### config.mk
export PLATFORM = sky130hd
export DESIGN_NAME = tlv8_stream_decoder
export DESIGN_NICKNAME = d
export VERILOG_FILES = /design/src/hdl/tlv8d_pkg.sv /design/src/hdl/tlv8d_core.sv /design/src/hdl/tlv8d_outbuf.sv /design/src/hdl/tlv8_stream_decoder.sv
export SDC_FILE = /design/constraint.sdc
export NUM_CORES = 1
export LEC_CHECK = 0
export ABC_CLOCK_PERIOD_IN_PS = 6200
export BUFFER_PORTS_ARGS = -buffer_cell sky130_fd_sc_hd__buf_2
export CORE_MARGIN = 2
export CORE_UTILIZATION = 55
export CTS_BUF_LIST = sky130_fd_sc_hd__clkbuf_2
export DETAILED_ROUTE_END_ITERATION = 16
export GPL_TIMING_DRIVEN = 0
export PLACE_DENSITY = 0.74
export SYNTH_ARGS = -nofsm -noshare
export SYNTH_HDL_FRONTEND = slang
export SYNTH_SLANG_ARGS = --single-unit
### constraint.sdc
create_clock -name clk -period 6.2 [get_ports clk]
set_input_delay 0.93 -clock clk [delete_from_list [all_inputs] [get_ports clk]]
set_output_delay 0.93 -clock clk [all_outputs]
set_load 0.02 [all_outputs]
### src/hdl/tlv8d_pkg.sv
// Shared types and constants for the TLV8 stream decoder.
// No dependencies; imported by every module of the block.
`default_nettype none

package tlv8d_pkg;

	localparam int MAX_ITEMS_DEF = 16;

	localparam logic [7:0]  FRAG_MAX       = 8'hFF;
	localparam logic [7:0]  PRIOR_TYPE_RST = 8'hFF;
	localparam logic [15:0] LEN_CAP        = 16'hFFFF;

	localparam logic [1:0] KIND_DATA = 2'd0;
	localparam logic [1:0] KIND_DONE = 2'd1;
	localparam logic [1:0] KIND_ERR  = 2'd2;

	localparam logic [1:0] ERR_NONE  = 2'd0;
	localparam logic [1:0] ERR_FULL  = 2'd1;
	localparam logic [1:0] ERR_LONG  = 2'd2;
	localparam logic [1:0] ERR_TRUNC = 2'd3;

	typedef struct packed {
		logic [1:0]  kind;
		logic [7:0]  itype;
		logic [3:0]  index;
		logic [7:0]  data;
		logic [15:0] offset;
		logic [15:0] length;
		logic [1:0]  err;
		logic        last;
	} result_t;

	// control between input stage and result buffer
	typedef struct packed {
		logic [1:0] free;   // slots open after this cycle's pop
	} buf_status_t;

	typedef struct packed {
		logic [1:0] count;  // results pushed this cycle
	} buf_push_t;

endpackage

`default_nettype wire

### src/hdl/tlv8d_core.sv
// Per-byte TLV8 parser: fragment state, item merging and result generation.
// Depends on tlv8d_pkg. State advances only when step is high.
`default_nettype none

module tlv8d_core import tlv8d_pkg::*; #(
	parameter int MAX_ITEMS = MAX_ITEMS_DEF
) (
	input  wire logic       clk,
	input  wire logic       arst_n,
	input  wire logic       step,
	input  wire logic [7:0] byte_in,
	input  wire logic       eos_in,
	output logic [1:0]      res_count,
	output result_t         res0,
	output result_t         res1
);

	localparam int IW = $clog2(MAX_ITEMS + 1);

	typedef enum logic [1:0] {
		PH_TYPE = 2'd0,
		PH_LEN  = 2'd1,
		PH_DATA = 2'd2
	} phase_t;

	phase_t      phase_q, phase_m;
	logic [7:0]  ftype_q, ftype_m;
	logic [7:0]  frem_q, frem_m;
	logic [7:0]  ptype_q, ptype_m;
	logic [7:0]  plen_q, plen_m;
	logic [IW-1:0] items_q, items_m;
	logic        open_q, open_m;
	logic [15:0] mlen_q, mlen_m;

	logic        trunc;
	logic        merge;
	logic [1:0]  n;
	result_t     r [2];
	result_t     rx;
	logic [3:0]  idx_cur, idx_last, idx_last_m;

	assign idx_cur    = 4'(items_q - IW'(1));
	assign idx_last   = (items_q != '0) ? idx_cur : 4'd0;
	assign idx_last_m = (items_m != '0) ? 4'(items_m - IW'(1)) : 4'd0;
	assign merge      = open_q && (byte_in == ptype_q) && (plen_q == FRAG_MAX);

	always_comb begin
		phase_m = phase_q;
		ftype_m = ftype_q;
		frem_m  = frem_q;
		ptype_m = ptype_q;
		plen_m  = plen_q;
		items_m = items_q;
		open_m  = open_q;
		mlen_m  = mlen_q;
		trunc   = 1'b0;
		n       = 2'd0;
		r[0]    = '0;
		r[1]    = '0;
		rx      = '0;

		unique case (phase_q)
			PH_LEN: begin
				ptype_m = ftype_q;
				plen_m  = byte_in;
				frem_m  = byte_in;
				phase_m = (byte_in != 8'd0) ? PH_DATA : PH_TYPE;
				trunc   = eos_in && (byte_in != 8'd0);
			end
			PH_DATA: begin
				if (open_q) begin
					rx = '0;
					rx.itype = ftype_q;
					if (mlen_q < LEN_CAP) begin
						rx.kind   = KIND_DATA;
						rx.index  = idx_cur;
						rx.data   = byte_in;
						rx.offset = mlen_q;
						mlen_m    = mlen_q + 16'd1;
					end else begin
						rx.kind  = KIND_ERR;
						rx.index = idx_last;
						rx.err   = ERR_LONG;
					end
					r[0] = rx;
					n    = 2'd1;
				end
				if (frem_q != 8'd0)
					frem_m = frem_q - 8'd1;
				if (frem_m == 8'd0)
					phase_m = PH_TYPE;
				else if (eos_in)
					trunc = 1'b1;
			end
			default: begin
				// type byte; unused phase code lands here too
				ftype_m = byte_in;
				phase_m = PH_LEN;
				trunc   = eos_in;
				if (!merge) begin
					if (open_q) begin
						rx = '0;
						rx.kind   = KIND_DONE;
						rx.itype  = ftype_q;
						rx.index  = idx_cur;
						rx.length = mlen_q;
						r[0] = rx;
						n    = 2'd1;
					end
					open_m = 1'b0;
					if (!eos_in) begin
						if (items_q >= IW'(MAX_ITEMS)) begin
							rx = '0;
							rx.kind  = KIND_ERR;
							rx.itype = byte_in;
							rx.index = idx_last;
							rx.err   = ERR_FULL;
							r[n[0]] = rx;
							n = n + 2'd1;
						end else begin
							items_m = items_q + IW'(1);
							open_m  = 1'b1;
							mlen_m  = 16'd0;
						end
					end
				end
			end
		endcase

		if (eos_in) begin
			rx = '0;
			rx.itype = ftype_m;
			if (trunc) begin
				rx.kind  = KIND_ERR;
				rx.index = idx_last_m;
				rx.err   = ERR_TRUNC;
				r[n[0]] = rx;
				n = n + 2'd1;
			end else if (open_m) begin
				rx.kind   = KIND_DONE;
				rx.index  = 4'(items_m - IW'(1));
				rx.length = mlen_m;
				r[n[0]] = rx;
				n = n + 2'd1;
			end
		end

		if (n == 2'd2)
			r[1].last = 1'b1;
		else if (n == 2'd1)
			r[0].last = 1'b1;
	end

	assign res_count = n;
	assign res0      = r[0];
	assign res1      = r[1];

	always_ff @(posedge clk or negedge arst_n) begin
		if (!arst_n) begin
			phase_q <= PH_TYPE;
			ftype_q <= 8'd0;
			frem_q  <= 8'd0;
			ptype_q <= PRIOR_TYPE_RST;
			plen_q  <= 8'd0;
			items_q <= '0;
			open_q  <= 1'b0;
			mlen_q  <= 16'd0;
		end else if (step) begin
			if (eos_in) begin
				// stream over: back to the start state
				phase_q <= PH_TYPE;
				ftype_q <= 8'd0;
				frem_q  <= 8'd0;
				ptype_q <= PRIOR_TYPE_RST;
				plen_q  <= 8'd0;
				items_q <= '0;
				open_q  <= 1'b0;
				mlen_q  <= 16'd0;
			end else begin
				phase_q <= phase_m;
				ftype_q <= ftype_m;
				frem_q  <= frem_m;
				ptype_q <= ptype_m;
				plen_q  <= plen_m;
				items_q <= items_m;
				open_q  <= open_m;
				mlen_q  <= mlen_m;
			end
		end
	end

endmodule

`default_nettype wire

### src/hdl/tlv8d_outbuf.sv
// Two-entry result buffer: takes up to two results per cycle, hands out one.
// Depends on tlv8d_pkg.
`default_nettype none

module tlv8d_outbuf import tlv8d_pkg::*; (
	input  wire logic clk,
	input  wire logic arst_n,
	input  buf_push_t push,
	input  result_t   push0,
	input  result_t   push1,
	input  wire logic pop,
	output buf_status_t status,
	output logic      head_valid,
	output result_t   head
);

	result_t    slot0_q, slot1_q;
	logic [1:0] cnt_q;
	logic [1:0] kept;
	result_t    rem0;

	assign kept        = cnt_q - {1'b0, pop};
	assign rem0        = (pop) ? slot1_q : slot0_q;
	assign status.free = 2'd2 - kept;
	assign head_valid  = (cnt_q != 2'd0);
	assign head        = slot0_q;

	always_ff @(posedge clk or negedge arst_n) begin
		if (!arst_n)
			cnt_q <= 2'd0;
		else
			cnt_q <= kept + push.count;
	end

	// both slots held when full and not popped
	always_ff @(posedge clk) begin
		if (kept == 2'd0) begin
			slot0_q <= push0;
			slot1_q <= push1;
		end else if (kept == 2'd1) begin
			slot0_q <= rem0;
			slot1_q <= push0;
		end
	end

endmodule

`default_nettype wire

### src/hdl/tlv8_stream_decoder.sv
// TLV8 stream decoder top level: input register, parser core, result buffer.
// Depends on tlv8d_pkg, tlv8d_core, tlv8d_outbuf.
//
// Usage:
//  Input channel (item_valid/item_ready) takes one stream byte per request,
//  with end_of_stream set on the final byte. Result channel
//  (result_valid/result_ready) returns data bytes with type, item index and
//  offset, item-complete records with merged length, and error records.
//  last_of_run marks the final result caused by one input byte.
//  An accepted byte is held in the input register, and its results are written to the result buffer.
//  Throughput: one byte per cycle; the parser takes a byte once the
//  two-entry result buffer has room for all of its results (zero to two),
//  so the results of a byte with two are handed out one after the other.
//  A stalled receiver fills the result buffer, then the input register,
//  then item_ready drops; nothing is lost.
//  Reset clears the parser to expect a type byte and empties both stages.
//  After a byte with end_of_stream the parser returns to that same state.
`default_nettype none

module tlv8_stream_decoder import tlv8d_pkg::*; #(
	parameter int MAX_ITEMS = MAX_ITEMS_DEF
) (
	input  wire logic        clk,
	input  wire logic        arst_n,
	input  wire logic        item_valid,
	output logic             item_ready,
	input  wire logic [7:0]  stream_byte,
	input  wire logic        end_of_stream,
	output logic             result_valid,
	input  wire logic        result_ready,
	output logic [1:0]       result_kind,
	output logic [7:0]       item_type,
	output logic [3:0]       item_index,
	output logic [7:0]       data_value,
	output logic [15:0]      byte_offset,
	output logic [15:0]      item_length,
	output logic [1:0]       error_code,
	output logic             last_of_run
);

	logic        v_s1;
	logic [7:0]  byte_s1;
	logic        eos_s1;
	logic        advance;
	logic [1:0]  nres;
	result_t     res0, res1, head;
	buf_status_t bstat;
	buf_push_t   bpush;

	assign advance     = v_s1 && (nres <= bstat.free);
	assign item_ready  = !v_s1 || advance;
	assign bpush.count = advance ? nres : 2'd0;

	always_ff @(posedge clk or negedge arst_n) begin
		if (!arst_n)
			v_s1 <= 1'b0;
		else if (item_valid && item_ready)
			v_s1 <= 1'b1;
		else if (advance)
			v_s1 <= 1'b0;
	end

	always_ff @(posedge clk) begin
		if (item_valid && item_ready) begin
			byte_s1 <= stream_byte;
			eos_s1  <= end_of_stream;
		end
	end

	tlv8d_core #(.MAX_ITEMS(MAX_ITEMS)) u_core (
		.clk       (clk),
		.arst_n    (arst_n),
		.step      (advance),
		.byte_in   (byte_s1),
		.eos_in    (eos_s1),
		.res_count (nres),
		.res0      (res0),
		.res1      (res1)
	);

	tlv8d_outbuf u_buf (
		.clk        (clk),
		.arst_n     (arst_n),
		.push       (bpush),
		.push0      (res0),
		.push1      (res1),
		.pop        (result_valid && result_ready),
		.status     (bstat),
		.head_valid (result_valid),
		.head       (head)
	);

	assign result_kind = head.kind;
	assign item_type   = head.itype;
	assign item_index  = head.index;
	assign data_value  = head.data;
	assign byte_offset = head.offset;
	assign item_length = head.length;
	assign error_code  = head.err;
	assign last_of_run = head.last;

endmodule

`default_nettype wire

==> results.yml <==
floorplan:
  start_util_pct: 56.1
  core_um2: 17200
  fp.dieH_um: 136
  die_w_um: 136
  fp-row-count: 48
  die-area_um2: 18600
  io_pins: 72
hold_path:
  hp-class: "input pin to async pin"
cts:
  postCtsSetupRepairBufs: 0
  cts_buffers: 17
  clk_pin_slew_worst_paths_ns: 0.28
  cts_tree: "yes"
  ctsResizeCount: 0
  clockBufferDepth: 2
  cts_hold_buf: 0
  root_buffer: "clkbuf_2"
  cts.sinks: 182
  cts-htree-levels: 4
  clkLatencyLatePin_ns: 0.79
synthesis:
  synth_top_area_share_pct: 38.4
  syn_avg_cell_area_um2: 10.5
  synth_edf_count: 123
  syn_nets: 946
  ys_async_sr_fraction_pct: 32.4
  netlist_area_um2: 9630
  ys.flop_type: "edfxtp_1"
  seq_area_frac_synth_pct: 53.8
  synth_warnings: 0
  ys_top_cells_by_area: "edfxtp_1 (38%), dfrtp_1 (13%), a22o_1 (5.0%)"
  ys_types: 78
  synth_seq_cells: 182
  synth_cells: 914
  synth_area_leader_cell: "edfxtp_1"
detailed_routing:
  wirelength_um: 25000
  viasPerCell: 6.19
  ant_nets: 0
  drc: 0
  post_drt_wl_per_cell_um: 20.1
  first_pass_iters: 6
  drt_iter0_drc: 917
  via_count: 7698
global_routing:
  grt_start_max_net_pins: 60
  grt_usage_pct: 27.9
  grt_pass1_wl_um: 39500
  antenna_found_initial: 0
  grt_pass1_vias: 7294
  grt_overflow_total: 0
sta:
  final-hold-violation-count: 0
  fin_crit_sh_pct: 93.8
  setup_viol: 0
  fin_skew_ns: 0.0296
  setup_tns_ns: 0
  fmax_mhz: 172
  worst_pin_slew_ns: 1.02
  layout_min_cycle_time_ns: 5.81
  maxSlewHeadroom_pct: 31.2
  slew_violations: 0
  rsz0062_at_grt: "no"
critical_path:
  end_kind: "output pin"
  worst-endpoint-required_ns: 5.27
  worst-setup-path-type: "flip-flop to output pin"
  worst-endpoint-arrival_ns: 4.88
  cp_max_fo: 9
  startpoint_type: "flip-flop"
finish:
  final_nets: 1037
  drive_gt1_share_pct: 16.1
  area_growth_pct: 9.04
  diodes: 0
  nFillCells: 1457
placement:
  io_buffers: 71
  dp_hpwl_um: 17500
  routabilityCongestion: 0.959
job:
  cap_violations: 0
status:
  outcome: "finished, final reports clean"
==> synth_stat cells, types with 3 or more instances <==
library cell	count
dfstp_2	8
or4_1	4
o21a_1	3
buf_2	11
nand3_1	14
buf_4	7
a31oi_2	3
a22oi_1	4
nor3_1	14
mux2_2	4
xor2_1	14
o2bb2a_1	3
a21o_1	3
o21ai_1	7
nor4b_1	3
inv_1	19
o21ai_0	61
a221oi_1	17
ha_1	19
nor2_1	87
xnor2_1	9
o211ai_1	4
or2_2	5
clkbuf_1	60
a31oi_1	12
nand2b_1	7
nand4_1	8
a22o_1	55
nor4_1	3
edfxtp_1	123
or3_1	3
a221o_1	8
mux2i_1	9
and2_1	29
and3_1	24
dfrtp_1	51
nand2_1	102
a21oi_1	37
nor2b_1	5
==> per-stage QoR <==
step / setup WS (ns) / cells / hold slack, ns / utilization, % / cell area, um^2
after global routing: 0.0971 / 1243 / 0.174 / 61.1 / 10500
after detailed placement: 0.705 / 1211 / 0.476 / 59.9 / 10300
after floorplan: 1.98 / 914 / 0.449 / - / 9630
final: 0.385 / 1243 / 0.182 / 61.1 / 10500
after CTS: 0.410 / 1243 / 0.177 / 61.1 / 10500
after global placement: 0.788 / 1210 / 0.465 / 59.8 / 10300
==> critical path, stage by stage (launching register included) <==
cell      delay (ns)
edfxtp_1        0.44
buf_2           0.21
xor2_1          0.21
nor4_4          0.52
a41oi_2         0.28
and2_4          0.27
a221oi_4        0.42
inv_2           0.09
ha_1            0.32
a311oi_2        0.45
ha_1            0.23
nor2b_1         0.05
o21ai_1         0.25
inv_1           0.07
nand2_1         0.12
buf_2           0.18
==> area by class of cell <==
cell class / count / area [um^2] / share of cell area (%)
inverters: 23 / 86.3 / 0.822
multi-input cells: 630 / 4030 / 38.4
repair buffers: 72 / 378 / 3.60
flip-flops and latches: 182 / 5180 / 49.3
well taps: 225 / 282 / 2.68
clock inverters: 14 / 116 / 1.11
plain buffers: 79 / 337 / 3.21
clock buffers: 18 / 90.1 / 0.858
==> final timing paths <==
path	slack [ns]	cells past startpoint	endpoint	startpoint
worst max register to register	0.55	19	u_buf.cnt_q[1]$_DFF_PN0_	byte_s1[6]$_DFFE_PP_
max in group asynchronous	5.45	1	u_core.mlen_q[12]$_DFFE_PN0P_	arst_n
worst min register to register	0.51	2	u_core.ptype_q[4]$_DFFE_PN1P_	u_core.ptype_q[4]$_DFFE_PN1P_
worst min-delay path	0.18	1	u_core.plen_q[2]$_DFFE_PN0P_	arst_n
min in group clk	0.29	1	byte_s1[0]$_DFFE_PP_	stream_byte[0]
worst max-delay path	0.39	15	item_ready	byte_s1[6]$_DFFE_PP_
==> state kept, by name, indices dropped and copies added, names as in the netlist <==
register	cells
u_core.ptype_q	8
u_core.ftype_q	8
u_core.items_q	5
u_core.frem_q	8
v_s1	1
u_core.plen_q	8
u_core.open_q	1
u_core.mlen_q	16
u_buf.head	57
u_buf.cnt_q	2
u_buf.slot1_q	57
eos_s1	1
byte_s1	8
u_core.phase_q	2
==> per-layer routing <==
metal  share of wire, %  routed length [um]  GRT usage (%)
met5                  0                   0              0
met4                2.3                 585           8.97
met3                5.6                1400           4.66
met2                 49               12300           46.0
met1                 43               10700           37.8
==> cells by family after synthesis <==
family	after synthesis	share of synthesized area [%]
AOI/OAI and AO/OA	251	19.1
muxes	13	1.40
xor gates and xnor gates	23	2.09
DFF	182	53.8
adders and majority gates	19	2.47
and+or+nand+nor	324	16.7
buffers and inverters	102	4.39
==> placed cells by master (no fill, tap or decap), types with 8 or more instances in the layout <==
master,count
edfxtp_1,123
nand2_1,101
nor2_1,87
buf_2,81
o21ai_0,61
clkbuf_1,60
a22o_1,55
dfrtp_1,51
a21oi_1,37
and2_1,29
and3_1,24
inv_1,19
ha_1,19
clkbuf_2,18
a221oi_1,17
xor2_1,14
nand3_1,14
nor3_1,14
a31oi_1,12
mux2i_1,9
xnor2_1,9
nand4_1,8
buf_4,8
a221o_1,8
dfstp_2,8
Power is left out: the tool's default activity adds up to more than one toggle a clock period on the data nets, which glitch-free logic cannot reach.
